$ cat src/rtl/mrr_ram.sv
// mrr_ram: generic one-write one-read ram with registered read data
// no dependencies
module mrr_ram #(
  parameter int unsigned WIDTH = 8,
  parameter int unsigned DEPTH = 512,
  localparam int unsigned AW   = $clog2(DEPTH)
) (
  input  logic             clk_i,
  input  logic             we_i,
  input  logic [AW-1:0]    waddr_i,
  input  logic [WIDTH-1:0] wdata_i,
  input  logic [AW-1:0]    raddr_i,
  output logic [WIDTH-1:0] rdata_o
);

  logic [WIDTH-1:0] mem_q [DEPTH];
  logic [WIDTH-1:0] rdata_q;

  always_ff @(posedge clk_i) begin
    if (we_i) begin
      mem_q[waddr_i] <= wdata_i;
    end
    rdata_q <= mem_q[raddr_i];
  end

  assign rdata_o = rdata_q;

endmodule

$ cat config.mk
export PLATFORM = sky130hd
export DESIGN_NAME = mrr_ram
export DESIGN_NICKNAME = d
export VERILOG_FILES = /design/src/rtl/mrr_ram.sv
export SDC_FILE = /design/constraint.sdc
export NUM_CORES = 2
export LEC_CHECK = 0
export ABC_CLOCK_PERIOD_IN_PS = 6550
export BUFFER_PORTS_ARGS = -buffer_cell sky130_fd_sc_hd__buf_4
export CAP_MARGIN = 20
export CORE_ASPECT_RATIO = 0.9
export CORE_MARGIN = 2
export CORE_UTILIZATION = 28
export CTS_BUF_LIST = sky130_fd_sc_hd__clkbuf_8
export CTS_CLUSTER_DIAMETER = 30
export DETAILED_ROUTE_END_ITERATION = 8
export GPL_ROUTABILITY_DRIVEN = 0
export PLACE_DENSITY = 0.49
export SYNTH_ARGS = -nofsm -noshare
export SYNTH_HDL_FRONTEND = slang
export SYNTH_SLANG_ARGS = --single-unit
$ cat constraint.sdc
create_clock -name clk_i -period 6.55 [get_ports clk_i]
set_input_delay 0.9825 -clock clk_i [delete_from_list [all_inputs] [get_ports clk_i]]
set_output_delay 0.9825 -clock clk_i [all_outputs]
set_load 0.01 [all_outputs]
## After elaboration in Yosys (flattened, before gate mapping)

Memory sizes are Yosys's and may differ from the RTL's. A register that Yosys moved wholly into a read port is not among the register bits.
Index checks and enable logic that the tools add are counted.

| word-level totals | value |
|---|---|
| input bits | 28 |
| RAM bits | 4,096 |
| memories | 1 |
| output and inout bits | 8 |
| logic and storage cells | 3 |
| register bits after elaboration | 0 |

Memory list:

| memory | words | bits a word | read ports | clocked after memory_dff | write ports | line | text |
|---|---|---|---|---|---|---|---|
| mem_q | 512 | 8 | 1 | 1 | 1 | 16 | `logic [WIDTH-1:0] mem_q [DEPTH];` |

| operators by class | value |
|---|---|
| multiplexer cells | 2 |

Operators by type and width:

| kind | number |
|---|---|
| $mux 1 | 2 |

## Logic depth before layout (Yosys ltp)

| logic depth | value |
|---|---|
| depth after elaboration | 2 |
| mapped depth | 12 |
| mapped depth without buffers | 7 |

## Worst setup path after synthesis

No wires, ideal clock.

| timing path | value |
|---|---|
| path type | input to register |
| from | input port raddr_i[0] |
| to | register rdata_q[0] (netlist: rdata_o[0]) (read register of mem_q) |
| data arrival time | 2.837 ns |
| buffers on the path | 4 |
| cell stages on the path | 10 |
| required time | 6.432 ns |
| setup time | 0.118 ns |
| setup slack | 3.596 ns |
| cells stage by stage | buf_4 > buf_12 > buf_12 > buf_2 > mux4_2 > o21ai_0 > nand3_1 > nand4_1 > o21ai_0 > o2111a_1 |

RTL lines:

| item | line | text |
|---|---|---|
| start, declared | 12 | `input logic [AW-1:0] raddr_i,` |
| end, declared | 17 | `logic [WIDTH-1:0] rdata_q;` |

==> flow_summary.toml <==
[outcome]
outcome = "finished, final reports clean"

[drt]
viasPerCell = 4.94
drtPass1Iterations = 6
vias = 83000
wl_per_cell_microns = 27.4
drc = 0
antenna_left = 0
first_iter_violations = 8559
wl_microns = 460000

[power_and_ir_drop]
leakage_nw = 58.9
max-vdd-ir-drop_mv = 0.208
power-per-cell-area_nw_per_um2 = 318

[sta]
finClkSkew_ns = 0.0631
hold_viol = 0
fin_crit_ns = 3.94
fin_ws_ns = 2.61
fmax_mhz = 254
fin_tns_setup_ns = 0
setup_violations = 0
rsz0062_at_grt = "false"
slew-limit-headroom = 0.166
worst_pin_slew_ns = 1.25
drv_slew = 0
holdWs_ns = 0.277
post-route-period-util = 0.602

[logic_synthesis]
syn_area_per_cell_sq_um = 19.9
synth_warnings = 0
synthDistinctLibCells = 51
synth-seq-area-share = 0.770
syn_area_sq_um = 160000
ys_ff_latch = 4104
syn_nets = 8058
syn_inst = 8030

[grt]
grt_max_degree = 184
antenna_found_initial = 34
overflow = 0
grt_pass1_wl_microns = 646000
grt_util_all_layers = 0.153
grt_pass1_vias = 85200

[clock_tree]
h-tree-depth = 6
cts_hold_buf = 0
clk_pin_slew_worst_paths_ns = 0.06
post-cts-setup-buffers = 0
clockRootBuffer = "clkbuf_8"
cts_tree = "done"
cts_made_buffers = 810
clock_path_buffers = 4
clkLatencyLatePin_ns = 1.27
cts_resized = 0
clock-sinks = 4104

[critical_path]
cp.required_ns = 7.75
end_kind = "register"
r2r_slack_ns = 3.49
worst-r2r-cell-count = 8
cp_max_fo = 86
reg2reg_from = "mem_q[42][5]$_DFFE_PP_"
cp_data_arrival_time_ns = 5.15
start_kind = "input pin"
reg2reg_to = "rdata_o[5]$_DFF_P_"
path_class = "input pin to register"

[die]
num_rows = 263
die_h_microns = 721
coreArea_sq_um = 570000
initial_core_util = 0.281
dieWidth_microns = 801
ios = 36
dieArea_sq_um = 577000

[layout]
layout.nets = 8580
area_delta_synth_final_pct = 16.8
design_area_sq_um = 187000
drive_above_1_share = 0.233

[min_path]
whs_path_depth = 1
min_to = "mem_q[216][6]$_DFFE_PP_"
min_path_type = "input pin to register"
hp-start = "wdata_i[6]"

[placed_design]
dp_slack_ns = 1.31
dpl_cell_area_sq_um = 169000
dpl.hpwl_microns = 276000
numPortBuffers = 35

[job]
drv_cap = 0
## power breakdown
group          switching (mW)  internal, mW
clock network            11.7          16.0
logic                    1.88         0.830
registers              0.0434          29.0
total                    13.6          45.8
## cell usage in the layout, fill, tap and decap left out, types with 5 or more instances in the layout
cell type,synthesis,layout
o31ai_1,13,13
clkinv_2,0,134
bufinv_16,0,103
diode_2,0,15
inv_1,2,138
o22ai_1,163,163
clkinv_4,0,37
o311ai_0,5,5
nor4_1,36,36
a22o_1,5,5
nand3_1,36,32
o2111a_1,8,8
clkinv_1,0,139
o41ai_2,0,7
nand4_1,32,32
nor2_1,597,595
nand2_4,0,12
o21ai_0,118,114
o221ai_1,371,371
inv_12,0,5
dfxtp_1,8,8
nor3_1,109,105
buf_8,11,11
or3_1,6,6
clkinvlp_4,0,85
and2_1,20,18
inv_8,0,14
a211oi_1,17,17
clkbuf_8,0,824
mux2i_1,797,797
nor3b_1,8,5
mux4_2,654,654
buf_12,5,55
edfxtp_1,4096,4096
a21oi_1,194,194
buf_4,70,151
a22oi_1,61,61
inv_6,0,16
nand2_1,111,97
## synthesized netlist by cell type (all sizes together)
master,instances,area (sq um)
edfxtp,4096,123000
mux2i,797,7980
mux4,654,14700
nor2,597,2240
o221ai,372,3260
clkbuf,265,995
buf,248,1950
a21oi,194,971
o22ai,163,1020
o21ai,119,596
nand2,111,417
nor3,109,546
a22oi,61,458
nand3,36,180
nor4,36,225
nand4,32,200
and2,20,125
a211oi,17,128
o31ai,13,97.6
dfxtp,8,160
nor3b,8,60.1
o2111a,8,90.1
o41ai,7,61.3
nor2b,6,37.5
o311ai,6,52.6
or3,6,37.5
a22o,5,43.8
or2,5,31.3
and3,4,25.0
and3b,4,35.0
nand2b,4,25.0
a2111oi,3,26.3
inv,3,11.3
o22a,3,26.3
a211o,2,17.5
a31oi,2,12.5
o211ai,2,15.0
a221oi,1,8.76
nand3b,1,7.51
nor4b,1,15.0
o311a,1,10.0
## state kept, by name (all words and copies together) (netlist names)
register	count
mem_q	4096
rdata_o	8
## how the worst max path moves through the flow
stage / startpoint / end / cells past startpoint
floorplan: raddr_i[0] / rdata_o[0]$_DFF_P_ / 10
global placement: raddr_i[3] / rdata_o[2]$_DFF_P_ / 9
detailed placement: raddr_i[0] / rdata_o[5]$_DFF_P_ / 10
CTS: raddr_i[0] / rdata_o[5]$_DFF_P_ / 10
global route: raddr_i[0] / rdata_o[7]$_DFF_P_ / 10
finish: raddr_i[1] / rdata_o[5]$_DFF_P_ / 10
## layout make-up
class                      instances  area (sq um)
clock buffer                     823         11300
multi-input combinational       3410         34100
timing repair buffer             223          2480
clock inverter                   673          6190
fill                           53800        383000
sequential                      4104        123000
tap                             7552          9450
inverter                           3          18.8
antenna                           15          37.5
## critical path, stage by stage
cell and delay [ns]:
buf_8 0.24, nand2b_4 0.45, buf_4 0.38, buf_12 0.19, o221ai_1 0.55, o22ai_1 0.18
a22oi_1 0.39, nand2_1 0.28, o21ai_0 0.87, o2111a_1 0.27
## metal layers
layer  global-route usage  vias to the layer above  share of wire  wire, microns
li1                     -                    34800              -              -
met1                0.210                    44300           0.43         199000
met2                0.246                     3216           0.47         216000
met3               0.0307                      712          0.070          32000
met4               0.0484                       12          0.029          13400
met5                    0                        -        0.00016             73
## kinds of logic after synthesis
kind of cell    Yosys count  share of synthesized area
simple gates            980                     0.0263
buf+inv                 516                     0.0185
compound gates          979                     0.0431
flops                  4104                      0.770
mux                    1451                      0.142
## metrics by stage
stage	utilization	power, mW	cells
after floorplan	-	30.9	8030
after global routing	0.328	61.2	16800
after detailed placement	0.297	32.3	15300
final	0.328	59.3	16800
after CTS	0.328	59.9	16800
after global placement	0.297	32.2	15300
Note: power is estimated with default switching activity, not from simulation.
